===== src/rtl/core/srxp_fifo.sv =====
// Two-entry queue between the front end and the back end.
// Depends on nothing; width is set by the instantiating level.
module srxp_fifo #(
  parameter int W = 8
) (
  input  logic         clk,
  input  logic         rst_n,
  input  logic         push,
  input  logic [W-1:0] wdata,
  input  logic         pop,
  output logic [W-1:0] rdata,
  output logic         full,
  output logic         empty
);

  logic [W-1:0] ent_r [2];
  logic         wp_r;
  logic         rp_r;
  logic [1:0]   cnt_r;

  assign full  = (cnt_r == 2'd2);
  assign empty = (cnt_r == 2'd0);
  assign rdata = ent_r[rp_r];

  // Store pushed entries
  always_ff @(posedge clk) begin
    if (push) begin
      ent_r[wp_r] <= wdata;
    end
  end

  // Advance pointers and count
  always_ff @(posedge clk) begin
    if (!rst_n) begin
      wp_r  <= 1'b0;
      rp_r  <= 1'b0;
      cnt_r <= 2'd0;
    end else begin
      if (push) begin
        wp_r <= !wp_r;
      end
      if (pop) begin
        rp_r <= !rp_r;
      end
      case ({push, pop})
        2'b10:   cnt_r <= cnt_r + 2'd1;
        2'b01:   cnt_r <= cnt_r - 2'd1;
        default: ;
      endcase
    end
  end

endmodule


===== config.mk =====
export PLATFORM = sky130hd
export DESIGN_NAME = srxp_fifo
export DESIGN_NICKNAME = d
export VERILOG_FILES = /design/src/rtl/core/srxp_fifo.sv
export SDC_FILE = /design/constraint.sdc
export NUM_CORES = 1
export LEC_CHECK = 0
export ABC_AREA = 1
export BUFFER_PORTS_ARGS = -buffer_cell sky130_fd_sc_hd__buf_2
export CAP_MARGIN = 20
export CORE_MARGIN = 1
export CORE_UTILIZATION = 44
export CTS_CLUSTER_DIAMETER = 80
export DETAILED_ROUTE_END_ITERATION = 16
export GPL_ROUTABILITY_DRIVEN = 1
export PLACE_DENSITY = 0.7
export SYNTH_ARGS = -nofsm -noshare
export SYNTH_HDL_FRONTEND = slang
export SYNTH_SLANG_ARGS = --single-unit

===== constraint.sdc =====
create_clock -name clk -period 1.1 [get_ports clk]
set_input_delay 0.22 -clock clk [delete_from_list [all_inputs] [get_ports clk]]
set_output_delay 0.22 -clock clk [all_outputs]
set_load 0.005 [all_outputs]

==> summary.md <==
| Metric | Value |
|---|---|
| IO Pins | 22 |
| H-tree depth | 1 |
| Buffer and inverter count on the worst path | 2 |
| Failing checks | setup timing |
| CTS tree | built |
| Hold/Removal Path Class | primary input to register |
| Overall routing resource usage | 12.3% |
| Unrepaired setup endpoints after global routing | true |
| Commonest cells post-synth | edfxtp_1, nor2_1, mux2_4, nand2_1, inv_1 |
| Max Slew Vio Count | 0 |
| Die footprint | 2080 µm² |
| Peak supply drop | 641 µV |
| CTS Buf Count | 3 |
| Layout cells sized above 1 | 46.0% |
| Fin crit share | 127% |
| Drt first pass iters | 4 |
| Global-route wire length before repair | 1740 µm |
| Switching Fraction | 21.7% |
| Die W | 45.7 µm |
| Synthesized cell area | 838 µm² |
| Seq/Total Area, Yosys | 69.3% |
| Fraction of registers with async set/reset | 0% |
| Largest net degree at the start of global routing | 13 |
| Clock share of power | 22.7% |
| Syn_nets | 73 |
| Slew Limit Headroom | 78.0% |
| CTS max path bufs | 2 |
| CP arrival | 1.18 ns |
| Int Power | 1.18 mW |
| Top cells by area in the synthesized netlist | edfxtp_1, mux2_4, dfxtp_1, nor2_1, nand2_1 |
| CP dominant cell by count | buf_6 |
| Power per Cell Area | 1410 nW/µm² |
| Worst Path Required | 0.88 ns |
| Num rows | 15 |
| Levels on crit path | 3 |
| Leakage | 0.474 nW |
| Slew @ Worst Pin | 0.330 ns |
| Most numerous cell in the Yosys netlist | edfxtp_1 |
| Wire per inst | 10.8 µm |
| Max Cap Viol | 0 |
| Chip Height | 45.7 µm |
| Clk sinks | 21 |
| Post-CTS Setup Bufs | 0 |
| Setup Viol. Count Final | 8 |
| Hold-fix buffers, CTS | 0 |
| GRT Residual Overflow | 0 |
| Post-Synthesis Cells | 60 |
| Root cell of the clock tree | clkbuf_4 |
| Reg-to-Reg Start | wp_r$_SDFFE_PN0P_ |
| CP Cell Sequence | buf_6 > mux2_4 > buf_6 |
| Clock Latency Late Sink | 0.28 ns |
| Crit path time final | 1.40 ns |
| Layout Area Growth over Synthesis | 28.2% |
| Fin cells | 112 |
| End of the critical path | rdata[0] |
| Startpoint Class | register |
| Antenna Nets Post-Route | 0 |
| Clk slew on worst S/H paths | 0.11 ns |
| Clock Skew | 0.00296 ns |
| N_diodes | 0 |
| CP peak stage delay | 0.36 ns |
| Setup ws final | -0.302 ns |
| Post-synth EDFFs | 16 |
| Routed WL | 1210 µm |
| Yosys top cell by area | edfxtp_1 |
| Sum Neg Setup Slack | -2.40 ns |
| Iter 0 DRT Violations | 7 |
| Setup CP Type | register to primary output |
| Worst path top cell family by delay | flip-flops |
| Final Net Count | 101 |
| Seq pwr share | 61.5% |
| Logic pwr share | 15.7% |
| Reg2reg end | ent_r[1][3]$_DFFE_PP_ |
| RePlAce Congestion | 0.650 |
| Post-synth top flop | edfxtp_1 |
| Starting Density | 47.5% |
| Via count | 507 |
| CP max FO | 4 |
| Post-route DRC | 0 |
| Synth cell types | 11 |
| Placed Cells | 108 |
| Yosys top cell area share | 57.3% |
| Synth warn | 0 |
| R2R setup slack | 0.08 ns |
| FMAX | 713 MHz |
| Slowest cell on crit path | dfxtp_2 |
| Vias in the first global route | 492 |
| Hold Vio Cnt, Final | 0 |
| Vias per inst | 4.53 |
| FF+latch count, synth | 21 |
| Antenna violations before repair | 0 |
| Detailed placer's ending HPWL | 887 µm |
| Net Sw Power | 0.327 mW |
| Worst reg2reg path depth | 2 |
| Status | complete, but fails checks |
| Syn Area/Cell | 14.0 µm² |
| Critical Path Sink Type | primary output |
| I/O Buffers | 21 |
| Total core area | 1760 µm² |
[power groups by stage]
stage | combinational [mW] | clock, mW | sequential, mW
floorplan | 0.122 | 0 | 0.938
global placement | 0.195 | 0 | 0.941
finish | 0.238 | 0.343 | 0.930
detailed placement | 0.200 | 0 | 0.944
CTS | 0.222 | 0.354 | 0.928
global route | 0.260 | 0.388 | 0.935
[cell families after synthesis]
family,synth area share [%]
buffers and inverters,4.03
adder cells (fa/ha/maj),1.49
AO/OA/AOI/OAI,1.19
flip-flops,69.3
AND/OR/NAND/NOR,9.70
multiplexers,14.3
[timing repair]
item,CTS,global route
endpoints found under the hold margin,0,0
resized for setup,8,6
setup endpoints to repair,9,10
[registers in the layout (all words and copies together) (netlist names), named ones only]
signal,count
rp_r,1
cnt_r,2
wp_r,1
ent_r,16
[layout make-up]
cell class	count	area (µm²)
clock buffer	3	22.5
sequential	21	584
clock inverter	1	5.00
timing repair buffer	24	185
inverter	6	22.5
multi-input combinational	32	224
fill	153	689
tap	25	31.3
[cell usage in the layout (no fill, tap or decap)]
cell type,synthesis,routed
edfxtp_1,16,16
a21oi_1,1,1
nand4_1,1,1
clkinv_2,0,1
inv_1,6,5
dfxtp_2,0,3
dfxtp_1,5,2
o21ai_0,1,1
buf_4,0,1
buf_6,1,10
clkbuf_4,0,3
nor2_1,12,12
mux2_4,8,8
buf_2,0,13
ha_1,1,1
nand2_1,8,8
inv_2,0,1
[worst min-delay path by stage]
stage,from,end,slack [ns],cells past startpoint
2_1_floorplan,wdata[0],ent_r[0][0]$_DFFE_PP_,0.32,0
3_3_place_gp,wdata[7],ent_r[0][7]$_DFFE_PP_,0.41,1
3_5_place_dp,wdata[0],ent_r[1][0]$_DFFE_PP_,0.41,1
4_1_cts,wdata[0],ent_r[1][0]$_DFFE_PP_,0.11,1
5_1_grt,wdata[7],ent_r[0][7]$_DFFE_PP_,0.1,1
6_report,wdata[0],ent_r[1][0]$_DFFE_PP_,0.11,1
[per-layer routing]
metal / GRT usage (%) / wire, µm / vias to the layer above
met4: 5.45 / 12 / 0
met1: 10.3 / 490 / 232
met2: 24.3 / 632 / 15
met3: 4.76 / 71 / 2
met5: 0 / 0 / -
li1: - / - / 258
[per-stage QoR]
stage	utilization [%]	power [mW]	hold slack, ns	cell area, µm²	worst slack (ns)
after floorplan	-	1.06	0.319	838	0.0421
after global placement	55.9	1.14	0.408	986	0.00250
after detailed placement	55.9	1.14	0.411	986	-0.00854
after CTS	59.4	1.50	0.106	1050	-0.310
after global routing	60.9	1.58	0.0968	1070	-0.348
final	60.9	1.51	0.114	1070	-0.302
(Power assumes the default switching activity.)
