--- src/rtl/core/srxp_pkg.sv ---
// Shared types and codes for the selected-row XOR parity block.
// Used by the front, the back end and the top level.
package srxp_pkg;

  // Default sizing
  localparam int MaxRowsDef    = 256;
  localparam int MaxRowWordsDef = 16;
  localparam int WordBitsDef   = 64;

  // Port field widths
  localparam int InDataW  = 88;
  localparam int OutDataW = 72;
  localparam int CfgDataW = 9;

  // Reset values of the configuration registers
  localparam logic [4:0] RowWordsRst  = 5'd4;
  localparam logic [8:0] RowsInUseRst = 9'd256;

  // Configuration register indexes
  localparam logic CFG_ROW_WORDS   = 1'b0;
  localparam logic CFG_ROWS_IN_USE = 1'b1;

  // Item kinds
  localparam logic FUNC_WRITE = 1'b0;
  localparam logic FUNC_FOLD  = 1'b1;

  // Set start modes
  localparam logic [1:0] MODE_FRESH = 2'd0;
  localparam logic [1:0] MODE_COPY  = 2'd1;
  localparam logic [1:0] MODE_KEEP  = 2'd2;

  // Control flags of one queued item
  typedef struct packed {
    logic is_fold;  // fold a row, else store a word
    logic clear;    // open the set from a zero parity
    logic skip;     // row out of range or write rejected
    logic last;     // emit the parity after this item
  } srxp_ctl_t;

  localparam int CtlW = $bits(srxp_ctl_t);

  // Back end sequencer states
  typedef enum logic [1:0] {
    BK_IDLE,
    BK_READ,
    BK_WAIT,
    BK_EMIT
  } srxp_bk_state_t;

endpackage

--- src/rtl/core/srxp_front.sv ---
// Front end: configuration registers, input acceptance and item classification.
// Depends on srxp_pkg; feeds one packed entry per accepted item to the queue.
module srxp_front #(
  parameter int MAX_ROWS      = srxp_pkg::MaxRowsDef,
  parameter int MAX_ROW_WORDS = srxp_pkg::MaxRowWordsDef,
  parameter int WORD_BITS     = srxp_pkg::WordBitsDef,
  parameter int RW_W          = $clog2(MAX_ROW_WORDS + 1),
  parameter int ADDR_W        = $clog2(MAX_ROWS * MAX_ROW_WORDS),
  parameter int ENT_W         = srxp_pkg::CtlW + RW_W + ADDR_W + WORD_BITS
) (
  input  logic                        clk,
  input  logic                        rst_n,
  // input stream
  input  logic                        in_tvalid,
  output logic                        in_tready,
  // row_index[15:0], word_index[19:16], data[83:20], start_set[84], set_mode[86:85]
  input  logic [srxp_pkg::InDataW-1:0] in_tdata,
  input  logic                        in_tuser,  // func
  input  logic                        in_tlast,  // last_item
  // configuration
  input  logic                        cfg_valid,
  output logic                        cfg_ready,
  input  logic                        cfg_index,
  input  logic [srxp_pkg::CfgDataW-1:0] cfg_data,
  // queue side
  input  logic                        q_full,
  output logic                        q_push,
  output logic [ENT_W-1:0]            q_wdata
);

  localparam int ROW_W = (MAX_ROWS > 1) ? $clog2(MAX_ROWS) : 1;

  logic [4:0]        row_words_r;
  logic [8:0]        rows_in_use_r;
  logic [15:0]       row;
  logic [3:0]        word;
  logic              start;
  logic [1:0]        mode;
  logic [RW_W-1:0]   rw_eff;
  logic [ROW_W-1:0]  row_lo;
  logic [ADDR_W-1:0] base;
  logic [ADDR_W-1:0] addr;
  logic              fold_ok;
  logic              wr_ok;
  srxp_pkg::srxp_ctl_t ctl;

  assign cfg_ready = 1'b1;
  assign in_tready = !q_full;
  assign q_push    = in_tvalid && !q_full;

  // Update configuration registers on a transfer
  always_ff @(posedge clk) begin
    if (!rst_n) begin
      row_words_r   <= srxp_pkg::RowWordsRst;
      rows_in_use_r <= srxp_pkg::RowsInUseRst;
    end else if (cfg_valid && cfg_ready) begin
      case (cfg_index)
        srxp_pkg::CFG_ROW_WORDS:   row_words_r   <= cfg_data[4:0];
        srxp_pkg::CFG_ROWS_IN_USE: rows_in_use_r <= cfg_data;
        default: ;
      endcase
    end
  end

  // Unpack input fields
  assign row   = in_tdata[15:0];
  assign word  = in_tdata[19:16];
  assign start = in_tdata[84];
  assign mode  = in_tdata[86:85];

  // Clamp row length into 1..MAX_ROW_WORDS
  always_comb begin
    if (row_words_r == 5'd0) begin
      rw_eff = RW_W'(1);
    end else if (32'(row_words_r) > MAX_ROW_WORDS) begin
      rw_eff = RW_W'(MAX_ROW_WORDS);
    end else begin
      rw_eff = RW_W'(row_words_r);
    end
  end

  // Row base address and word address
  assign row_lo = ROW_W'(row);
  assign base   = ADDR_W'(row_lo) * ADDR_W'(rw_eff);
  assign addr   = base + ADDR_W'(word);

  // Range checks
  assign fold_ok = (32'(row) < 32'(rows_in_use_r)) && (32'(row) < MAX_ROWS);
  assign wr_ok   = (32'(row) < MAX_ROWS) && (32'(word) < 32'(rw_eff));

  // Classify the item
  always_comb begin
    ctl.is_fold = (in_tuser == srxp_pkg::FUNC_FOLD);
    ctl.clear   = ctl.is_fold && start && (mode == srxp_pkg::MODE_FRESH);
    ctl.skip    = ctl.is_fold ? !fold_ok : !wr_ok;
    ctl.last    = ctl.is_fold && in_tlast;
  end

  assign q_wdata = {ctl, rw_eff, (ctl.is_fold ? base : addr), in_tdata[20 +: WORD_BITS]};

endmodule

--- config.mk ---
export PLATFORM = sky130hd
export DESIGN_NAME = srxp_front
export DESIGN_NICKNAME = d
export VERILOG_FILES = /design/src/rtl/core/srxp_pkg.sv /design/src/rtl/core/srxp_front.sv
export SDC_FILE = /design/constraint.sdc
export NUM_CORES = 1
export LEC_CHECK = 0
export ABC_AREA = 0
export BUFFER_PORTS_ARGS = -buffer_cell sky130_fd_sc_hd__buf_2
export CAP_MARGIN = 20
export CORE_ASPECT_RATIO = 0.7
export CORE_MARGIN = 3
export CORE_UTILIZATION = 43
export DETAILED_ROUTE_END_ITERATION = 6
export PLACE_DENSITY = 0.93
export SLEW_MARGIN = 10
export SYNTH_ARGS = -nofsm -noshare
export SYNTH_HDL_FRONTEND = slang
export SYNTH_SLANG_ARGS = --single-unit
--- constraint.sdc ---
create_clock -name clk -period 5.4 [get_ports clk]
set_clock_uncertainty 0.1 [all_clocks]
set_input_delay 0.54 -clock clk [delete_from_list [all_inputs] [get_ports clk]]
set_output_delay 0.54 -clock clk [all_outputs]
set_load 0.05 [all_outputs]
==> impl_metrics.env, run 1 <==
export IMPL_timing_critical_path_required_ns=4.76
export IMPL_post_route_period_util_pct=97.13
export IMPL_holdCritPathClass="reg -> reg"
export IMPL_clk_pin_slew_worst_paths_ns=0.06
export IMPL_cts_path_max_buffers=2
export IMPL_synth_cell_area_sq_um=2811
export IMPL_synth_edf_count=0
export IMPL_final_layout_size_suffix_gt1_share_pct=27.67
export IMPL_maxSlewHeadroom_pct=60.42
export IMPL_synthArstFlopShare_pct=0
export IMPL_tritoncts="done"
export IMPL_hold_buffers=0
export IMPL_stdcell_count=422
export IMPL_floorplan_die_height_um=73.65
export IMPL_post_synth_num_cell_types=40
export IMPL_met2RoutedLength_um=2663
export IMPL_sequential_cell_area_sq_um=285.3
export IMPL_hold_violations=0
export IMPL_post_route_min_period_ns=5.245
export IMPL_netlist_instances=348
export IMPL_insertion_delay_ns=0.24
export IMPL_tightest_slew_ns=0.5925
export IMPL_postSynthNetCount=506
export IMPL_startpoint_type="flip-flop"
export IMPL_drcViolationCount=0
export IMPL_critical_path_class="reg -> out"
export IMPL_clock_tree_htree_level_count=1
export IMPL_slew_viol_final=0
export IMPL_inserted_clock_buffers=3
export IMPL_synth_yosys_warnings=0
export IMPL_synth_seq_area_share_pct=9.969
export IMPL_hpwlAfterDp_um=4916
export IMPL_buffer_type_at_the_clock_tree_root="sky130_fd_sc_hd__clkbuf_8"
export IMPL_outcome="completed"
export IMPL_power_switching_w=0.0003005
export IMPL_wirelength_um=5864
export IMPL_overflow=0
export IMPL_detail_route_first_pass_iterations=4
export IMPL_setup_viol=0
export IMPL_grt_first_pass_wirelength_um=9232
export IMPL_drv_max_cap_violation_count=0
export IMPL_post_synth_cell_area_avg_sq_um=8.079
export IMPL_ys_seq_elements=14
export IMPL_fmax_mhz=190.6
export IMPL_pin_count=193
export IMPL_route_detailed_vias_per_inst=5.102
export IMPL_antennaDiodeCount=0
export IMPL_horizontal_extent_of_the_die_um=102.6
export IMPL_crit_path_max_fanout=10
export IMPL_initial_antenna_violation_count=0
export IMPL_antenna_violating_nets_left=0
export IMPL_peakVddDrop_mv=0.1294
export IMPL_grt_start_max_net_pins=16
export IMPL_area_taken_by_multi_input_logic_gates_sq_um=1966
export IMPL_dieArea_sq_um=7560
export IMPL_power_static_leakage_nw=1.468
export IMPL_highest_signal_layer="met4"
export IMPL_worst_ep_arrival_time_ns=4.61
export IMPL_combinational_cell_fraction_of_total_power_pct=65.3
export IMPL_rows=23
export IMPL_met3_length_um=477
export IMPL_average_routed_wire_per_standard_cell_um=13.90
export IMPL_area_growth_synth_to_final_pct=2.982
export IMPL_swShare_pct=48.59
export IMPL_design_core_area_sq_um=6015
export IMPL_seq_power_share_pct=18.1
export IMPL_grtUsageTotal_pct=14.95
export IMPL_p_int_w=0.0003180
export IMPL_met1_length_um=2700
export IMPL_placed_instance_count=416
export IMPL_detailedRoute_firstIterationViolations=56
export IMPL_power_frac_clock_pct=16.6
export IMPL_gp_congestion=0.8672
export IMPL_synth_top_flop_cell="sky130_fd_sc_hd__dfxtp_1"
export IMPL_numClockSinks=14
export IMPL_initial_utilization_pct=46.74
export IMPL_first_global_vias=2009
export IMPL_report_power_total_w=0.0006185
export IMPL_power_density_nw_per_um2=213.6
export IMPL_crit_path_end_kind="primary output"
export IMPL_final_net_count=506
export IMPL_placement_io_buffers=62
export IMPL_vias=2153
export IMPL_num_fill_cells=574
==> layout by cell type (no fill, tap or decap), types with 3 or more instances in the layout <==
cell                       netlist  final
sky130_fd_sc_hd__a21oi_1         7      7
sky130_fd_sc_hd__clkbuf_8        0      4
sky130_fd_sc_hd__ha_1           35     33
sky130_fd_sc_hd__inv_1          31     31
sky130_fd_sc_hd__and2_1         30     30
sky130_fd_sc_hd__buf_4          66      9
sky130_fd_sc_hd__a21boi_0        8      8
sky130_fd_sc_hd__xnor2_2         0      3
sky130_fd_sc_hd__nor2b_1        11     10
sky130_fd_sc_hd__nor3_1          4      4
sky130_fd_sc_hd__fa_1           18     18
sky130_fd_sc_hd__mux2i_1         5      5
sky130_fd_sc_hd__xnor2_1        10      7
sky130_fd_sc_hd__nor4_1          3      3
sky130_fd_sc_hd__dfxtp_1        14     12
sky130_fd_sc_hd__nand2_1        37     37
sky130_fd_sc_hd__nor2_1         12     12
sky130_fd_sc_hd__o21ai_0        10      8
sky130_fd_sc_hd__xor2_1          7      5
sky130_fd_sc_hd__buf_2           0     60
sky130_fd_sc_hd__o21a_1          4      4
==> critical path: stages (launching register included) <==
cell and delay [ns]:
sky130_fd_sc_hd__dfxtp_2 0.33, sky130_fd_sc_hd__nor2b_1 0.13, sky130_fd_sc_hd__buf_4 0.17, sky130_fd_sc_hd__and2_1 0.16, sky130_fd_sc_hd__ha_1 0.27, sky130_fd_sc_hd__ha_1 0.30, sky130_fd_sc_hd__fa_1 0.53, sky130_fd_sc_hd__fa_1 0.54
sky130_fd_sc_hd__ha_1 0.37, sky130_fd_sc_hd__a21oi_1 0.10, sky130_fd_sc_hd__a211oi_2 0.37, sky130_fd_sc_hd__and3_4 0.25, sky130_fd_sc_hd__and3_4 0.21, sky130_fd_sc_hd__nand3b_2 0.09, sky130_fd_sc_hd__xnor3_1 0.34, sky130_fd_sc_hd__buf_4 0.20
==> routing by layer <==
| layer | GRT usage (%) | vias up |
|---|---|---|
| met3 | 3.890 | 6 |
| met5 | 0 | - |
| met4 | 1.601 | 0 |
| met2 | 23.75 | 97 |
| met1 | 21.11 | 1002 |
| li1 | - | 1048 |
==> logic make-up (layout without fill, tap and decap cells) <==
logic type / count (synthesis) / in the layout / share of synthesized area, %
AO/OA/AOI/OAI: 42 / 42 / 10.15
XOR/XNOR: 18 / 18 / 6.097
adder cells (fa/ha/maj): 53 / 53 / 28.39
buffers and inverters: 106 / 105 / 22.96
flip-flops: 14 / 14 / 9.969
multiplexers: 7 / 7 / 2.581
other: 1 / 1 / 0.1334
AND/OR/NAND/NOR: 107 / 107 / 19.72
==> cells in the mapped netlist, types with 2 or more instances <==
cell | count | area share [%]
sky130_fd_sc_hd__a211oi_2 | 2 | 0.89
sky130_fd_sc_hd__a21boi_0 | 8 | 2.1
sky130_fd_sc_hd__a21o_1 | 2 | 0.53
sky130_fd_sc_hd__a21oi_1 | 7 | 1.2
sky130_fd_sc_hd__and2_1 | 30 | 6.7
sky130_fd_sc_hd__and3_1 | 2 | 0.44
sky130_fd_sc_hd__buf_4 | 66 | 18
sky130_fd_sc_hd__clkbuf_1 | 9 | 1.2
sky130_fd_sc_hd__dfxtp_1 | 14 | 10
sky130_fd_sc_hd__fa_1 | 18 | 13
sky130_fd_sc_hd__ha_1 | 35 | 16
sky130_fd_sc_hd__inv_1 | 31 | 4.1
sky130_fd_sc_hd__mux2_2 | 2 | 0.80
sky130_fd_sc_hd__mux2i_1 | 5 | 1.8
sky130_fd_sc_hd__nand2_1 | 37 | 4.9
sky130_fd_sc_hd__nand2b_1 | 2 | 0.44
sky130_fd_sc_hd__nor2_1 | 12 | 1.6
sky130_fd_sc_hd__nor2b_1 | 11 | 2.4
sky130_fd_sc_hd__nor3_1 | 4 | 0.71
sky130_fd_sc_hd__nor4_1 | 3 | 0.67
sky130_fd_sc_hd__o211ai_1 | 2 | 0.53
sky130_fd_sc_hd__o21a_1 | 4 | 1.1
sky130_fd_sc_hd__o21ai_0 | 10 | 1.8
sky130_fd_sc_hd__xnor2_1 | 10 | 3.1
sky130_fd_sc_hd__xor2_1 | 7 | 2.2
==> power by group through the flow <==
stage | clock, W | combinational [W] | sequential, W
finish | 0.000103 | 0.000404 | 0.000112
global route | 0.000108 | 0.000442 | 0.000113
CTS | 0.000105 | 0.000378 | 0.000112
detailed placement | 0 | 0.000377 | 0.000114
global placement | 0 | 0.000365 | 0.000114
floorplan | 0 | 0.000418 | 0.000113
==> state kept, by name (all words and copies together), names as in the netlist <==
name	flops
rows_in_use_r	9
row_words_r	5
==> stage by stage <==
stage / util (%) / worst slack, ns / setup TNS (ns) / area, sq um / hold WS, ns
6_report: 48.14 / 0.1547 / 0 / 2895 / 0.3660
5_1_grt: 48.14 / -0.02491 / -0.03442 / 2895 / 0.3983
4_1_cts: 46.72 / -0.02958 / -0.02958 / 2810 / 0.3709
3_5_place_dp: 45.66 / 0.1849 / 0 / 2746 / 0.3625
3_3_place_gp: 45.66 / 0.2892 / 0 / 2746 / 0.3528
2_1_floorplan: - / 0.005446 / 0 / 2826 / 0.3434
==> final cells by class <==
type                       instances  area share, %
sequential                        14          9.853
inverter                          31          4.019
multi-input combinational        228          67.89
tap                               75          3.241
timing repair buffer              70          13.09
clock buffer                       4          1.901
==> worst paths after layout <==
path	slack, ns	cells past startpoint	start	endpoint
worst max-delay path	0.15	15	row_words_r[3]$_SDFFE_PN0P_	q_wdata[75]
worst min-delay path	0.37	2	rows_in_use_r[7]$_SDFFE_PN0P_	rows_in_use_r[7]$_SDFFE_PN0P_
worst min register to register	0.37	2	rows_in_use_r[7]$_SDFFE_PN0P_	rows_in_use_r[7]$_SDFFE_PN0P_
worst max register to register	4.46	3	row_words_r[4]$_SDFFE_PN0P_	row_words_r[4]$_SDFFE_PN0P_
==> timing repair <==
| action | 4_1_cts | 5_1_grt |
|---|---|---|
| pin swaps | 0 | 6 |
| buffers inserted | 0 | 2 |
| endpoints found under the setup margin | 2 | 3 |
| gates cloned | 0 | 0 |
| gates resized for setup | 3 | 20 |
No activity file was read; power rests on OpenSTA's default activity.
==> run 2: changes to the inputs <==
Settings changed: CORE_UTILIZATION 43 to 46, PLACE_DENSITY 0.93 to 0.95.
Clock period 5.4 ns to 6.4 ns, I/O delays scaled along.
==> impl_metrics.env, run 2 (same netlist as run 1, synthesis figures left out) <==
export IMPL_wirelength_um=5506
export IMPL_startpoint_type="flip-flop"
export IMPL_registers_top_by_ff_count="rows_in_use_r"
export IMPL_initial_utilization_pct=48.36
export IMPL_crit_path_max_fanout=15
export IMPL_post_route_period_util_pct=92.86
export IMPL_timing_critical_path_required_ns=5.66
export IMPL_grt_first_pass_wirelength_um=9066
export IMPL_placement_io_buffers=62
export IMPL_drcViolationCount=0
export IMPL_buffer_type_at_the_clock_tree_root="sky130_fd_sc_hd__clkbuf_8"
export IMPL_peakVddDrop_mv=0.1109
export IMPL_holdCritPathClass="reg -> reg"
export IMPL_cts_repair_resize_count=0
export IMPL_crit_path_end_kind="primary output"
export IMPL_slew_viol_final=0
export IMPL_final_net_count=499
export IMPL_antenna_violating_nets_left=0
export IMPL_placed_cell_area_sq_um=2694
export IMPL_hpwlAfterDp_um=4796
export IMPL_holdWs_ns=0.3703
export IMPL_average_routed_wire_per_standard_cell_um=13.27
export IMPL_floorplan_die_height_um=71.41
export IMPL_rsz0062_at_grt="false"
export IMPL_antennaDiodeCount=0
export IMPL_vias=2134
export IMPL_post_cts_repair_setup_buffers=0
export IMPL_rows=23
export IMPL_r2r_start="row_words_r[4]$_SDFFE_PN0P_"
export IMPL_tightest_slew_ns=0.7161
export IMPL_number_of_flip_flops_in_the_largest_register=9
export IMPL_gp_congestion=0.8522
export IMPL_tns_ns=0
export IMPL_detailedRoute_firstIterationViolations=47
export IMPL_tritoncts="done"
export IMPL_first_global_vias=1969
export IMPL_finish_instance_area_sq_um=2749
export IMPL_worst_ep_arrival_time_ns=5.20
export IMPL_hold_path_origin="rows_in_use_r[0]$_SDFFE_PN0P_"
export IMPL_clock_tree_htree_level_count=1
export IMPL_dieArea_sq_um=7101
export IMPL_worstSetupStartpoint="row_words_r[4]$_SDFFE_PN0P_"
export IMPL_hold_buffers=0
export IMPL_horizontal_extent_of_the_die_um=99.44
export IMPL_final_layout_size_suffix_gt1_share_pct=21.76
export IMPL_initial_antenna_violation_count=0
export IMPL_maxSlewHeadroom_pct=52.16
export IMPL_placed_instance_count=411
export IMPL_clk_pin_slew_worst_paths_ns=0.06
export IMPL_route_detailed_vias_per_inst=5.142
export IMPL_r2r_cells=2
export IMPL_power_density_nw_per_um2=178.6
export IMPL_detail_route_first_pass_iterations=7
export IMPL_pin_count=193
export IMPL_layout_common_cells="sky130_fd_sc_hd__buf_2, sky130_fd_sc_hd__nand2_1, sky130_fd_sc_hd__ha_1"
export IMPL_area_growth_synth_to_final_pct=-2.225
export IMPL_critical_path_class="reg -> out"
export IMPL_cts_path_max_buffers=2
export IMPL_hold_violations=0
export IMPL_mostFrequentLayoutCell="sky130_fd_sc_hd__buf_2"
export IMPL_numClockSinks=14
export IMPL_setup_viol=0
export IMPL_fmax_mhz=168.3
export IMPL_overflow=0
export IMPL_crit_end="q_wdata[75]"
export IMPL_drv_max_cap_violation_count=0
export IMPL_inserted_clock_buffers=3
export IMPL_grtUsageTotal_pct=15.28
export IMPL_grt_start_max_net_pins=16
export IMPL_timing_rr_end="row_words_r[4]$_SDFFE_PN0P_"
export IMPL_post_route_min_period_ns=5.943
export IMPL_power_static_leakage_nw=1.404
export IMPL_top_regs="rows_in_use_r x9, row_words_r x5"
export IMPL_design_core_area_sq_um=5813
export IMPL_stdcell_count=415
export IMPL_insertion_delay_ns=0.24
export IMPL_report_power_total_w=0.0004910
export IMPL_r2r_slack_ns=5.33
export IMPL_outcome="completed"
-- run 2: cell count changes in the layout (fill, tap and decap cells not counted), sizes merged --
cell / before / now
buf: 70 / 63
-- run 2: power by group --
part / internal [W] / switching (W)
Combinational: 0.000105 / 0.000208
Clock: 0.0000544 / 0.0000295
Sequential: 0.0000915 / 0.00000351
-- run 2: worst min path at each step --
stage / end / slack, ns / depth (start not counted)
6_report: rows_in_use_r[0]$_SDFFE_PN0P_ / 0.37 / 2
5_1_grt: rows_in_use_r[7]$_SDFFE_PN0P_ / 0.39 / 2
4_1_cts: rows_in_use_r[3]$_SDFFE_PN0P_ / 0.37 / 2
3_5_place_dp: rows_in_use_r[3]$_SDFFE_PN0P_ / 0.36 / 2
3_3_place_gp: rows_in_use_r[7]$_SDFFE_PN0P_ / 0.35 / 2
2_1_floorplan: rows_in_use_r[1]$_SDFFE_PN0P_ / 0.34 / 2
-- run 2: metal layers --
layer	vias to the layer above	global-route usage, %	share of wire, %
met5	-	0	0
met4	0	1.212	0.31
met3	4	5.156	9.6
met2	99	22.84	43
met1	985	22.35	47
li1	1046	-	-
-- run 2: layout make-up --
type	count	area [sq um]
timing repair buffer	63	317.8
tap	75	93.84
sequential	14	280.3
multi-input combinational	228	1886
inverter	31	116.4
fill	595	3064
clock buffer	4	55.05
-- run 2: critical path, cell delays in order, from the launching register on --
cell and delay (ns):
sky130_fd_sc_hd__dfxtp_1 0.47, sky130_fd_sc_hd__nor2b_1 0.60, sky130_fd_sc_hd__and2_1 0.23, sky130_fd_sc_hd__ha_1 0.25, sky130_fd_sc_hd__ha_1 0.31, sky130_fd_sc_hd__fa_1 0.54, sky130_fd_sc_hd__fa_1 0.54, sky130_fd_sc_hd__ha_1 0.37
sky130_fd_sc_hd__a21oi_1 0.08, sky130_fd_sc_hd__a211oi_1 0.46, sky130_fd_sc_hd__and3_1 0.27, sky130_fd_sc_hd__and3_4 0.21, sky130_fd_sc_hd__nand3b_2 0.09, sky130_fd_sc_hd__xnor3_1 0.33, sky130_fd_sc_hd__buf_2 0.22
-- run 2: stage by stage --
step / setup WS, ns / util, %
6_report: 0.4572 / 47.29
5_1_grt: 0.1500 / 47.29
4_1_cts: 0.4503 / 47.29
3_5_place_dp: 0.7304 / 46.34
3_3_place_gp: 0.8673 / 46.34
2_1_floorplan: 0.7360 / -
